File: config.mk
export PLATFORM = sky130hd
export DESIGN_NAME = horizontal_box_blur_row_core
export DESIGN_NICKNAME = d
export VERILOG_FILES = /design/src/rtl/hbb_pkg.sv /design/src/rtl/hbb_front.sv /design/src/rtl/hbb_queue.sv /design/src/rtl/hbb_back.sv /design/src/rtl/horizontal_box_blur_row_core.sv
export VERILOG_INCLUDE_DIRS = /design/src /design/src/rtl
export SDC_FILE = /design/constraint.sdc
export NUM_CORES = 1
export LEC_CHECK = 0
export BUFFER_PORTS_ARGS = -buffer_cell sky130_fd_sc_hd__buf_2
export CORE_MARGIN = 5
export CORE_UTILIZATION = 25
export DETAILED_ROUTE_END_ITERATION = 10
export PLACE_DENSITY_LB_ADDON = 0.08
export SYNTH_ARGS = -nofsm -noshare
export SYNTH_HDL_FRONTEND = slang
export SYNTH_SLANG_ARGS = --single-unit
File: constraint.sdc
create_clock -name clock -period 11.6 [get_ports clock]
set_input_delay 0 -clock clock [delete_from_list [all_inputs] [get_ports clock]]
set_output_delay 0 -clock clock [all_outputs]
set_load 0.01 [all_outputs]
File: src/rtl/horizontal_box_blur_row_core_defines.svh
// assertion macros for the horizontal box blur row core
`ifndef HORIZONTAL_BOX_BLUR_ROW_CORE_DEFINES_SVH
`define HORIZONTAL_BOX_BLUR_ROW_CORE_DEFINES_SVH

// same-cycle implication
`define HBB_ASSERT_NOW(label, clk, rst, ante, cons) \
   label: assert property (@(posedge clk) disable iff (rst) (ante) |-> (cons)) \
      else $error("hbb same-cycle check failed");

// next-cycle implication
`define HBB_ASSERT_NEXT(label, clk, rst, ante, cons) \
   label: assert property (@(posedge clk) disable iff (rst) (ante) |=> (cons)) \
      else $error("hbb next-cycle check failed");

`endif

File: src/rtl/hbb_pkg.sv
// shared constants and types of the horizontal box blur row core
`timescale 1ns / 1ps
package hbb_pkg;

   localparam int PIXEL_W          = 8;
   localparam int PIXEL_MAX        = (1 << PIXEL_W) - 1;
   localparam int ROW_WIDTH_W      = 13;
   localparam int HALF_WIDTH_W     = 5;
   localparam int CSR_DATA_W       = 13;
   localparam int CSR_INDEX_W      = 1;
   localparam int QUEUE_DEPTH      = 4;

   localparam int DEF_MAX_HALF_WIDTH = 16;
   localparam int DEF_MAX_ROW_WIDTH  = 4096;

   localparam logic [ROW_WIDTH_W-1:0]  ROW_WIDTH_RESET  = 13'd640;
   localparam logic [HALF_WIDTH_W-1:0] HALF_WIDTH_RESET = 5'd1;

   // register indexes
   localparam logic [CSR_INDEX_W-1:0] REG_ROW_WIDTH  = 1'b0;
   localparam logic [CSR_INDEX_W-1:0] REG_HALF_WIDTH = 1'b1;

   typedef struct packed {
      logic first;
      logic last;
   } step_flags_type;

endpackage

File: src/rtl/hbb_front.sv
// front end: accepts pixels, tracks the column and classifies each transaction
`timescale 1ns / 1ps
module hbb_front #(
   parameter int MAX_HALF_WIDTH = 16,
   parameter int MAX_ROW_WIDTH  = 4096
) (
   input  logic                                      clock,
   input  logic                                      reset,
   input  logic                                      restart,
   input  logic [$clog2(MAX_ROW_WIDTH)-1:0]          row_last,
   input  logic [$clog2(MAX_HALF_WIDTH + 1)-1:0]     half_eff,
   input  logic                                      req_valid,
   output logic                                      req_stall,
   input  logic [hbb_pkg::PIXEL_W-1:0]               req_pixel_in,
   input  logic                                      push_ready,
   output logic                                      push_valid,
   output logic [hbb_pkg::PIXEL_W-1:0]               push_pixel,
   output logic [$clog2(MAX_HALF_WIDTH + 1)-1:0]     push_skip,
   output hbb_pkg::step_flags_type                   push_flags
);
   import hbb_pkg::*;

   localparam int COL_W  = $clog2(MAX_ROW_WIDTH);
   localparam int HALF_W = $clog2(MAX_HALF_WIDTH + 1);

   logic [COL_W-1:0] column_ff;
   logic [COL_W-1:0] column_in;
   logic [COL_W-1:0] col;
   logic             accept;

   assign req_stall  = !push_ready;
   assign accept     = req_valid && push_ready;
   assign push_valid = accept;
   assign push_pixel = req_pixel_in;

   always_comb begin
      col = (column_ff > row_last) ? row_last : column_ff;
      push_flags.first = (col == '0);
      push_flags.last  = (col == row_last);
      // steps of a transaction, the row end flush included, that still fall left of the row
      if (32'(col) < 32'(half_eff)) begin
         push_skip = HALF_W'(32'(half_eff) - 32'(col));
      end else begin
         push_skip = '0;
      end
      column_in = column_ff;
      if (restart) begin
         column_in = '0;
      end else if (accept) begin
         column_in = push_flags.last ? '0 : COL_W'(col + 1'b1);
      end
   end

   always_ff @(posedge clock) begin
      if (reset) begin
         column_ff <= '0;
      end else begin
         column_ff <= column_in;
      end
   end

endmodule

File: src/rtl/hbb_queue.sv
// short command queue between the front end and the back end
`timescale 1ns / 1ps
module hbb_queue #(
   parameter int DATA_W = 16,
   parameter int DEPTH  = 4
) (
   input  logic              clock,
   input  logic              reset,
   input  logic              push_valid,
   input  logic [DATA_W-1:0] push_data,
   output logic              push_ready,
   input  logic              pop,
   output logic              pop_valid,
   output logic [DATA_W-1:0] pop_data
);

   localparam int PTR_W = (DEPTH > 1) ? $clog2(DEPTH) : 1;
   localparam int CNT_W = $clog2(DEPTH + 1);

   logic [DATA_W-1:0] mem_ff [DEPTH];
   logic [PTR_W-1:0]  wr_ptr_ff;
   logic [PTR_W-1:0]  wr_ptr_in;
   logic [PTR_W-1:0]  rd_ptr_ff;
   logic [PTR_W-1:0]  rd_ptr_in;
   logic [CNT_W-1:0]  count_ff;
   logic [CNT_W-1:0]  count_in;
   logic              do_push;
   logic              do_pop;

   assign push_ready = (count_ff != CNT_W'(DEPTH));
   assign pop_valid  = (count_ff != '0);
   assign pop_data   = mem_ff[rd_ptr_ff];
   assign do_push    = push_valid && push_ready;
   assign do_pop     = pop && pop_valid;

   always_comb begin
      wr_ptr_in = wr_ptr_ff;
      rd_ptr_in = rd_ptr_ff;
      count_in  = count_ff;
      if (do_push) begin
         wr_ptr_in = (wr_ptr_ff == PTR_W'(DEPTH - 1)) ? '0 : PTR_W'(wr_ptr_ff + 1'b1);
      end
      if (do_pop) begin
         rd_ptr_in = (rd_ptr_ff == PTR_W'(DEPTH - 1)) ? '0 : PTR_W'(rd_ptr_ff + 1'b1);
      end
      if (do_push && !do_pop) begin
         count_in = CNT_W'(count_ff + 1'b1);
      end else if (do_pop && !do_push) begin
         count_in = CNT_W'(count_ff - 1'b1);
      end
   end

   always_ff @(posedge clock) begin
      if (reset) begin
         wr_ptr_ff <= '0;
         rd_ptr_ff <= '0;
         count_ff  <= '0;
      end else begin
         wr_ptr_ff <= wr_ptr_in;
         rd_ptr_ff <= rd_ptr_in;
         count_ff  <= count_in;
      end
   end

   always_ff @(posedge clock) begin
      if (do_push) begin
         mem_ff[wr_ptr_ff] <= push_data;
      end
   end

endmodule

File: src/rtl/hbb_back.sv
// back end: window shift line, running sum, reciprocal divide and result register
`timescale 1ns / 1ps
module hbb_back #(
   parameter int MAX_HALF_WIDTH = 16
) (
   input  logic                                  clock,
   input  logic                                  reset,
   input  logic [$clog2(MAX_HALF_WIDTH + 1)-1:0] half_eff,
   input  logic                                  q_valid,
   input  logic [hbb_pkg::PIXEL_W-1:0]           q_pixel,
   input  logic [$clog2(MAX_HALF_WIDTH + 1)-1:0] q_skip,
   input  hbb_pkg::step_flags_type               q_flags,
   output logic                                  q_pop,
   output logic                                  rsp_valid,
   input  logic                                  rsp_stall,
   output logic [hbb_pkg::PIXEL_W-1:0]           rsp_pixel_out,
   output logic                                  rsp_row_end
);
   import hbb_pkg::*;

   localparam int HALF_W  = $clog2(MAX_HALF_WIDTH + 1);
   localparam int TAPS    = 2 * MAX_HALF_WIDTH + 1;
   localparam int TAP_W   = $clog2(TAPS);
   localparam int DIV_W   = HALF_W + 1;
   localparam int SUM_W   = $clog2(TAPS * PIXEL_MAX + 1);
   localparam int SHIFT   = SUM_W + DIV_W;
   localparam int RECIP_W = SHIFT + 1;
   localparam int PROD_W  = SUM_W + RECIP_W;
   localparam int LOAD_W  = DIV_W + PIXEL_W;

   // reciprocal of each window length, rounded up
   logic [RECIP_W-1:0] recip_table [MAX_HALF_WIDTH + 1];

   for (genvar g = 0; g <= MAX_HALF_WIDTH; g++) begin : g_recip
      localparam longint unsigned RECIP =
         ((64'd1 << SHIFT) + 64'(2 * g)) / 64'(2 * g + 1);
      assign recip_table[g] = RECIP_W'(RECIP);
   end

   logic                 busy_ff, busy_in;
   logic [HALF_W-1:0]    k_ff, k_in;
   logic [PIXEL_W-1:0]   cmd_pixel_ff, cmd_pixel_in;
   logic [HALF_W-1:0]    cmd_skip_ff, cmd_skip_in;
   step_flags_type       cmd_flags_ff, cmd_flags_in;
   logic [PIXEL_W-1:0]   taps_ff [TAPS];
   logic [PIXEL_W-1:0]   taps_in [TAPS];
   logic [SUM_W-1:0]     sum_ff, sum_in;
   logic                 s1_valid_ff, s1_valid_in;
   logic                 s1_end_ff, s1_end_in;
   logic [RECIP_W-1:0]   recip_ff, recip_in;
   logic [PROD_W-1:0]    prod_ff, prod_in;
   logic                 s2_valid_ff, s2_valid_in;
   logic                 s2_end_ff, s2_end_in;
   logic                 out_valid_ff, out_valid_in;
   logic [PIXEL_W-1:0]   out_pixel_ff, out_pixel_in;
   logic                 out_end_ff, out_end_in;

   logic                 advance;
   logic                 final_step;
   logic                 take;
   logic                 step;
   logic                 loading;
   logic [HALF_W:0]      two_r;
   logic [DIV_W-1:0]     divisor;
   logic [PIXEL_W-1:0]   oldest;
   logic [LOAD_W-1:0]    load_prod;

   assign advance    = !out_valid_ff || !rsp_stall;
   assign final_step = !cmd_flags_ff.last || (k_ff == half_eff);
   assign take       = advance && (!busy_ff || final_step) && q_valid;
   assign step       = advance && busy_ff;
   assign loading    = cmd_flags_ff.first && (k_ff == '0);
   assign two_r      = {half_eff, 1'b0};
   assign divisor    = {half_eff, 1'b1};
   assign oldest     = taps_ff[TAP_W'(two_r)];
   assign load_prod  = LOAD_W'(divisor) * LOAD_W'(cmd_pixel_ff);

   assign q_pop         = take;
   assign rsp_valid     = out_valid_ff;
   assign rsp_pixel_out = out_pixel_ff;
   assign rsp_row_end   = out_end_ff;

   always_comb begin
      busy_in      = busy_ff;
      k_in         = k_ff;
      cmd_pixel_in = cmd_pixel_ff;
      cmd_skip_in  = cmd_skip_ff;
      cmd_flags_in = cmd_flags_ff;
      taps_in      = taps_ff;
      sum_in       = sum_ff;
      s1_valid_in  = s1_valid_ff;
      s1_end_in    = s1_end_ff;
      prod_in      = prod_ff;
      s2_valid_in  = s2_valid_ff;
      s2_end_in    = s2_end_ff;
      out_valid_in = out_valid_ff;
      out_pixel_in = out_pixel_ff;
      out_end_in   = out_end_ff;
      recip_in     = recip_table[half_eff];

      if (advance) begin
         // window step for the current transaction
         s1_valid_in = 1'b0;
         s1_end_in   = 1'b0;
         if (step) begin
            if (loading) begin
               for (int i = 0; i < TAPS; i++) begin
                  taps_in[i] = cmd_pixel_ff;
               end
               sum_in = SUM_W'(load_prod);
            end else begin
               taps_in[0] = cmd_pixel_ff;
               for (int i = 1; i < TAPS; i++) begin
                  taps_in[i] = taps_ff[i-1];
               end
               sum_in = SUM_W'(32'(sum_ff) + 32'(cmd_pixel_ff) - 32'(oldest));
            end
            s1_valid_in = (k_ff >= cmd_skip_ff);
            s1_end_in   = cmd_flags_ff.last && (k_ff == half_eff);
            k_in        = HALF_W'(k_ff + 1'b1);
         end
         if (!busy_ff || final_step) begin
            busy_in = q_valid;
         end
         if (take) begin
            cmd_pixel_in = q_pixel;
            cmd_skip_in  = q_skip;
            cmd_flags_in = q_flags;
            k_in         = '0;
         end

         // divide by the window length
         prod_in     = PROD_W'(sum_ff) * PROD_W'(recip_ff);
         s2_valid_in = s1_valid_ff;
         s2_end_in   = s1_end_ff;

         out_pixel_in = prod_ff[SHIFT +: PIXEL_W];
         out_valid_in = s2_valid_ff;
         out_end_in   = s2_end_ff;
      end
   end

   always_ff @(posedge clock) begin
      if (reset) begin
         busy_ff      <= 1'b0;
         s1_valid_ff  <= 1'b0;
         s2_valid_ff  <= 1'b0;
         out_valid_ff <= 1'b0;
      end else begin
         busy_ff      <= busy_in;
         s1_valid_ff  <= s1_valid_in;
         s2_valid_ff  <= s2_valid_in;
         out_valid_ff <= out_valid_in;
      end
   end

   always_ff @(posedge clock) begin
      k_ff         <= k_in;
      cmd_pixel_ff <= cmd_pixel_in;
      cmd_skip_ff  <= cmd_skip_in;
      cmd_flags_ff <= cmd_flags_in;
      taps_ff      <= taps_in;
      sum_ff       <= sum_in;
      s1_end_ff    <= s1_end_in;
      recip_ff     <= recip_in;
      prod_ff      <= prod_in;
      s2_end_ff    <= s2_end_in;
      out_pixel_ff <= out_pixel_in;
      out_end_ff   <= out_end_in;
   end

endmodule

File: src/rtl/horizontal_box_blur_row_core.sv
// Horizontal box blur over one row, one pixel per transaction, edge pixels repeated.
// The result for column x leaves only after the pixel of column x+r has been taken.
// Throughput: one pixel per cycle while rsp_stall is low; the last pixel of a row holds the
// window step unit to flush the row, next pixels wait in the 4 entry queue, stall when full.
// Reset (synchronous, active high) empties the queue and pipeline, restarts the row
// and sets row_width to 640 and half_width to 1.
`timescale 1ns / 1ps
`include "horizontal_box_blur_row_core_defines.svh"
module horizontal_box_blur_row_core #(
   parameter int MAX_HALF_WIDTH = hbb_pkg::DEF_MAX_HALF_WIDTH,
   parameter int MAX_ROW_WIDTH  = hbb_pkg::DEF_MAX_ROW_WIDTH
) (
   input  logic                             clock,
   input  logic                             reset,
   input  logic                             csr_we,
   input  logic [hbb_pkg::CSR_INDEX_W-1:0]  csr_index,
   input  logic [hbb_pkg::CSR_DATA_W-1:0]   csr_wdata,
   input  logic                             req_valid,
   output logic                             req_stall,
   input  logic [hbb_pkg::PIXEL_W-1:0]      req_pixel_in,
   output logic                             rsp_valid,
   input  logic                             rsp_stall,
   output logic [hbb_pkg::PIXEL_W-1:0]      rsp_pixel_out,
   output logic                             rsp_row_end
);
   import hbb_pkg::*;

   localparam int COL_W  = $clog2(MAX_ROW_WIDTH);
   localparam int HALF_W = $clog2(MAX_HALF_WIDTH + 1);
   localparam int FLAG_W = $bits(step_flags_type);
   localparam int CMD_W  = PIXEL_W + HALF_W + FLAG_W;

   logic [ROW_WIDTH_W-1:0]  row_width_ff, row_width_in;
   logic [HALF_WIDTH_W-1:0] half_width_ff, half_width_in;
   logic [COL_W-1:0]        row_last;
   logic [HALF_W-1:0]       half_eff;

   logic                    q_push;
   logic                    q_ready;
   logic                    q_valid;
   logic                    q_pop;
   logic [PIXEL_W-1:0]      push_pixel;
   logic [HALF_W-1:0]       push_skip;
   step_flags_type          push_flags;
   logic [CMD_W-1:0]        push_cmd;
   logic [CMD_W-1:0]        pop_cmd;
   logic [PIXEL_W-1:0]      pop_pixel;
   logic [HALF_W-1:0]       pop_skip;
   step_flags_type          pop_flags;

   // configuration registers
   always_comb begin
      row_width_in  = row_width_ff;
      half_width_in = half_width_ff;
      if (csr_we) begin
         case (csr_index)
            REG_ROW_WIDTH: begin
               row_width_in = csr_wdata[ROW_WIDTH_W-1:0];
            end
            REG_HALF_WIDTH: begin
               half_width_in = csr_wdata[HALF_WIDTH_W-1:0];
            end
            default: begin
               row_width_in = row_width_ff;
            end
         endcase
      end
   end

   always_ff @(posedge clock) begin
      if (reset) begin
         row_width_ff  <= ROW_WIDTH_RESET;
         half_width_ff <= HALF_WIDTH_RESET;
      end else begin
         row_width_ff  <= row_width_in;
         half_width_ff <= half_width_in;
      end
   end

   always_comb begin
      if (row_width_ff == '0) begin
         row_last = '0;
      end else if (32'(row_width_ff) > 32'(MAX_ROW_WIDTH)) begin
         row_last = COL_W'(MAX_ROW_WIDTH - 1);
      end else begin
         row_last = COL_W'(32'(row_width_ff) - 32'd1);
      end
      if (32'(half_width_ff) > 32'(MAX_HALF_WIDTH)) begin
         half_eff = HALF_W'(MAX_HALF_WIDTH);
      end else begin
         half_eff = HALF_W'(half_width_ff);
      end
   end

   hbb_front #(
      .MAX_HALF_WIDTH (MAX_HALF_WIDTH),
      .MAX_ROW_WIDTH  (MAX_ROW_WIDTH)
   ) u_front (
      .clock        (clock),
      .reset        (reset),
      .restart      (csr_we),
      .row_last     (row_last),
      .half_eff     (half_eff),
      .req_valid    (req_valid),
      .req_stall    (req_stall),
      .req_pixel_in (req_pixel_in),
      .push_ready   (q_ready),
      .push_valid   (q_push),
      .push_pixel   (push_pixel),
      .push_skip    (push_skip),
      .push_flags   (push_flags)
   );

   assign push_cmd = {push_pixel, push_skip, push_flags};

   hbb_queue #(
      .DATA_W (CMD_W),
      .DEPTH  (QUEUE_DEPTH)
   ) u_queue (
      .clock      (clock),
      .reset      (reset),
      .push_valid (q_push),
      .push_data  (push_cmd),
      .push_ready (q_ready),
      .pop        (q_pop),
      .pop_valid  (q_valid),
      .pop_data   (pop_cmd)
   );

   assign {pop_pixel, pop_skip, pop_flags} = pop_cmd;

   hbb_back #(
      .MAX_HALF_WIDTH (MAX_HALF_WIDTH)
   ) u_back (
      .clock         (clock),
      .reset         (reset),
      .half_eff      (half_eff),
      .q_valid       (q_valid),
      .q_pixel       (pop_pixel),
      .q_skip        (pop_skip),
      .q_flags       (pop_flags),
      .q_pop         (q_pop),
      .rsp_valid     (rsp_valid),
      .rsp_stall     (rsp_stall),
      .rsp_pixel_out (rsp_pixel_out),
      .rsp_row_end   (rsp_row_end)
   );

   // stall only while the queue holds commands
   `HBB_ASSERT_NOW(a_stall_queue_full, clock, reset, req_stall, q_valid)
   // after a push the queue holds a command ready to pop on the next cycle
   `HBB_ASSERT_NEXT(a_push_visible, clock, reset, q_push, q_valid)
   // the first column skips the whole left half of the window
   `HBB_ASSERT_NOW(a_first_skip, clock, reset, q_push && push_flags.first, push_skip == half_eff)
   `HBB_ASSERT_NOW(a_skip_bound, clock, reset, q_push, push_skip <= half_eff)

endmodule

### Word level (Yosys, flattened, before mapping)

Memories as Yosys holds them, arrays and structs flattened. A register that Yosys moved wholly into a read port is not among the register bits.
Cells that the tools add are included.

* output and inout bits: 11
* input port bits: 27
* memories: 2
* memory bits (read-only): 672
* memory bits (writable): 60
* word-level logic and storage cells: 130
* register bits: 363

Memory list
* (name not given): words 32, width 21, rd ports 1, clocked after Yosys merged registers in 1, write ports 0, line hbb_back.sv:99 `recip_in = recip_table[half_eff];`
* u_queue.mem_ff: words 4, width 15, rd ports 1, clocked after Yosys merged registers in 1, write ports 1, line hbb_queue.sv:20 `logic [DATA_W-1:0] mem_ff [DEPTH];`

* bitwise logic cells: 3
* reductions and logical operators: 33
* $lt $le $gt $ge: 6
* $mul: 2
* equal/unequal tests: 5
* $add $sub $neg: 10
* muxes and demuxes: 19

Operators by type and width (count)
* 256-bit 2-to-1 mux: 1
* 8-bit binary-select mux with 6-bit select: 1
* 12-bit 2-to-1 mux: 4
* 14-bit by 21-bit multiplier with 28-bit output: 1
* 8-bit 2-to-1 mux: 2
* 5-bit 2-to-1 mux: 3
* 14-bit by 8-bit adder with 14-bit output: 1
* 6-bit by 8-bit multiplier with 14-bit output: 1
* 14-bit 2-to-1 mux: 1
* 14-bit by 8-bit subtractor with 14-bit output: 1
* 13-bit > comparator (second input constant): 1
* 13-bit zero test: 1
* 12-bit by 1-bit adder with 12-bit output (second input constant): 1
* 12-bit == test: 1
* 12-bit > comparator: 1
* 12-bit zero test: 1
* 12-bit by 5-bit less-than comparator with 1-bit output: 1
* 2-bit AND reduction: 6
* 12-bit by 1-bit subtractor with 12-bit output (second input constant): 1
* 1-bit logical AND: 10
* 7-bit greater-or-equal comparator (second input constant): 1
* 1-bit zero test: 7
* 6-bit inverter with 7-bit output: 1
* 3-bit 2-to-1 mux: 2
* 19 further kinds: 27

### Logic depth before layout (Yosys ltp)

* depth in word-level cells: 11
* gate-level depth with buffers: 26
* depth with buffers taken out: 22

### Cells and area by module

A second synthesis with hierarchy kept.

* cell total of the unflattened synthesis: 2575
* area total of the unflattened synthesis: 29582.1 µm²

By module, submodules not included
* hbb_back: cells each 2085, times used 1, sequential area each 9999.6 µm², area each 24189.4 µm²
* hbb_queue: cells each 126, times used 1, sequential area each 1981.9 µm², area each 2640.0 µm²
* hbb_front: cells each 217, times used 1, sequential area each 240.2 µm², area each 1636.6 µm²
* horizontal_box_blur_row_core: cells each 147, times used 1, sequential area each 360.3 µm², area each 1116.1 µm²

### Least setup slack after synthesis

No wires, ideal clock.

* path kind: reg2reg
* from: reg u_back.out_valid_ff, in the netlist u_back.rsp_valid
* to: reg u_back.k_ff[0] (enable)
* clock period less this slack: 8.486 ns
* cell stages (with the launch flop): 4
* data required time: 11.269 ns
* path buffers: 0
* data arrival time: 8.155 ns
* path slack: 3.114 ns
* setup time: 0.331 ns
* path through: dfxtp_1 -> nand2_1 -> and2_1 -> or2_2

* elaborated cells between the ends (all ways): 7
* classes of those cells: reduce/logical (7)

RTL lines
* start: declaration: line hbb_back.sv:54 `logic out_valid_ff, out_valid_in;`
* start signal: assignment: line hbb_back.sv:153 `out_valid_ff <= out_valid_in;`
* 1-bit zero test: line hbb_back.sv:68 `assign advance = !out_valid_ff || !rsp_stall;`
* 1-bit logical OR: line hbb_back.sv:68
* via u_back.advance: line hbb_back.sv:58 `logic advance;`
* 1-bit logical AND: line hbb_back.sv:71 `assign step = advance && busy_ff;`
* via u_back.step: line hbb_back.sv:61 `logic step;`
* 2-bit nonzero test (no line)
* 2-bit AND reduction (no line)
* end signal: assignment: line hbb_back.sv:158 `k_ff <= k_in;`
* end: declaration: line hbb_back.sv:41 `logic [HALF_W-1:0] k_ff, k_in;`

The timed path passes the listed nets, and every way through them passes these cells.
A chain may end at the register's enable or synchronous reset.

### Worst setup path after layout

* from: reg u_back.sum_ff[2]
* to: reg u_back.prod_ff[27] (data pin)

* word-level cells in the longest chain between the ends: 1

Ends and longest elaborated chain
* start: declaration: line hbb_back.sv:47 `logic [SUM_W-1:0] sum_ff, sum_in;`
* start signal: assignment: line hbb_back.sv:163 `sum_ff <= sum_in;`
* 14-bit by 21-bit multiplier with 28-bit output: line hbb_back.sv:133 `prod_in = PROD_W'(sum_ff) * PROD_W'(recip_ff);`
* end signal: assignment: line hbb_back.sv:166 `prod_ff <= prod_in;`
* end: declaration: line hbb_back.sv:51 `logic [PROD_W-1:0] prod_ff, prod_in;`

Every way passes these cells.

==> metrics.md <==
| Metric | Value |
|---|---|
| Outcome | finished, final reports clean |
| GP Congestion | 0.779 |
| Drt wl/cell | 18.4 um |
| Async S/R FF share, synth | 0% |
| Worst Setup Start Kind | flop |
| FP Rows | 126 |
| Final wirelength | 78600 um |
| Unrepaired setup endpoints after global routing | false |
| DIE AREA | 126000 um^2 |
| Slew at the pin closest to its max-slew limit | 1.27 ns |
| Synth Flop Type | edfxtp_1 |
| Syn nets | 3063 |
| Fmax | 141 MHz |
| Simple-gate share of the synthesized area | 11.1% |
| TNS Setup | 0 ns |
| Hold Crit Class | in -> reg |
| I/O Buffers | 37 |
| Vias in the first global route | 21000 |
| Clock Latency Late Sink | 0.63 ns |
| Synth warn | 0 |
| Post-synthesis sequential area ratio | 42.2% |
| Slew headroom | 15.5% |
| CP endpoint kind | flop |
| Reg2reg setup slack | 4.50 ns |
| Drt via density | 4.52 |
| First-pass GRT wire length | 125000 um |
| Filler Cell Count | 12200 |
| CTS tree | yes |
| DPL Wire Length | 52700 um |
| Root buf cell | clkbuf_16 |
| CTS buffer count | 56 |
| Worst hold slack | 0.121 ns |
| Slew Viols, Final | 0 |
| Largest fanout on the critical path | 21 |
| Post-synthesis compound-gate area fraction | 12.4% |
| Starting density of the core | 25.1% |
| Avg Cell Area, Syn | 11.2 um^2 |
| Yosys reg bits | 438 |
| Final ANT Viol Nets | 0 |
| Final Skew | 0.0267 ns |
| Initial antenna violation count | 0 |
| Final cell count without fillers | 4259 |
| Max Cap Viol | 0 |
| Number of synthesized flops with an enable pin | 377 |
| Commonest non-fill, non-tap cell in the layout | edfxtp_1 |
| Multiplexer area fraction after synthesis | 4.01% |
| N_diodes | 0 |
| Inst Count DP | 4102 |
| First-pass DRT Iterations | 5 |
| Worst-path clk slew | 0.05 ns |
| Fin crit share | 61.2% |
| H-tree depth | 2 |
| Gate Count Post-Synth | 2653 |
| Largest net degree at the start of global routing | 172 |
| Most frequent cells in the layout | 377 x edfxtp_1, 326 x inv_1, 285 x a21o_1 |
| Number of distinct library cells after synthesis | 76 |
| CP arrival | 7.46 ns |
| Area grow syn2layout | 14.1% |
| Post-CTS setup buffers | 0 |
| Chip height | 355 um |
| Overflow after GRT | 0 |
| Main combinational cell family by area after synthesis | adder cells |
| GRT Resource Usage Total | 12.5% |
| Clock Sink Count | 438 |
| Cell area after synthesis | 29700 um^2 |
| DR DRC count | 0 |
| XOR/XNOR Fraction of Synth Area | 1.83% |
| CP required | 11.95 ns |
| IO Pins | 38 |
| Final hold violations | 0 |
| Std-Cell Core Area | 118000 um^2 |
| Share of cells above drive strength 1 | 8.30% |
| Tmin final | 7.10 ns |
| Net count, final | 3087 |
| Vias | 19200 |
| Die width | 355 um |
| Final setup fails | 0 |
| WS Path Type | reg -> reg |
| DRT iter0 DRCs | 897 |
| Clk buf depth | 3 |
| Post-Synth Adder-Cell Area | 22.1% |
[cells by family after synthesis]
group	count (synthesis)
simple gates	676
flops	438
compound gates	520
xor+xnor	62
buf+inv	491
mux	81
fa+ha+maj	385
[flip-flops by register name (all words and copies together), names as in the netlist, 2 cells and up]
name                  count
u_queue.count_ff          3
u_front.column_ff        12
u_back.cmd_pixel_ff       8
u_back.prod_ff            8
u_queue.wr_ptr_ff         2
u_queue.mem_ff           60
u_queue.rd_ptr_ff         2
u_back.cmd_flags_ff       2
half_width_ff             5
row_width_ff             13
u_back.cmd_skip_ff        5
u_back.k_ff               5
u_back.recip_ff          20
u_back.rsp_pixel_out      8
u_back.sum_ff            14
u_back.taps_ff          264
[timing repair]
action	CTS	global route
gates resized for setup	0	0
hold buffers	53	0
hold endpoints to repair	64	0
[critical path: stages (launching register included)]
cell,delay (ns)
edfxtp_1,0.67
and2_1,0.31
fa_1,0.53
inv_1,0.05
fa_1,0.48
inv_1,0.05
fa_1,0.50
fa_1,0.51
fa_1,0.49
inv_1,0.05
fa_1,0.47
inv_1,0.04
ha_1,0.29
a21o_1,0.16
a21o_1,0.17
a2111oi_0,0.59
o41ai_1,0.18
a41oi_1,0.54
o21ai_0,0.27
o41ai_1,0.36
xnor2_1,0.10
[per-layer routing]
metal	GRT usage [%]	vias up	part of all wire (%)
met3	1.80	107	2.6
met2	21.2	193	48
met4	3.21	0	2.2
li1	-	9104	-
met5	0	-	0
met1	16.8	9840	47
[worst paths after layout]
kind	cells past startpoint	end	from
worst max-delay path	20	u_back.prod_ff[27]$_DFFE_PN_	u_back.sum_ff[2]$_DFFE_PP_
worst min-delay path	2	u_queue.mem_ff[1][14]$_DFFE_PP_	req_pixel_in[7]
worst max register to register	20	u_back.prod_ff[27]$_DFFE_PN_	u_back.sum_ff[2]$_DFFE_PP_
worst min register to register	0	u_back.rsp_pixel_out[7]$_DFFE_PN_	u_back.prod_ff[27]$_DFFE_PN_
[cells in the mapped netlist (all sizes together), types with 33 or more instances]
library cell  instances  area share [%]
a21oi                84             1.4
nor2                130             1.7
nand2               247             3.1
nor3                 33            0.61
and2                138             2.9
mux2i                47             1.6
ha                  150             6.3
xnor2                39             1.2
a21o                285             7.2
inv                 327             4.1
clkbuf              143             1.8
edfxtp              377              38
dfxtp                61             4.1
fa                  233              16
[layout make-up]
class                      instances  area [um^2]  share of cell area [%]
clock buffer                      86         1660                    4.89
clock inverter                    18          179                   0.528
multi-input combinational       1724        15300                    45.2
timing repair buffer             128         1030                    3.03
tap                             1536         1920                    5.67
inverter                         329         1230                    3.64
sequential                       438        12500                    37.0
[through the flow]
step | worst slack, ns | instance area, um^2 | util, %
detailed placement | 4.36 | 31500 | 26.7
global placement | 4.44 | 31500 | 26.7
CTS | 4.31 | 33900 | 28.7
floorplan | 3.11 | 29700 | -
finish | 4.50 | 33900 | 28.7
global route | 3.97 | 33900 | 28.7
Power is left out: the tool's default activity adds up to more than one toggle a clock period on the data nets, which glitch-free logic cannot reach.
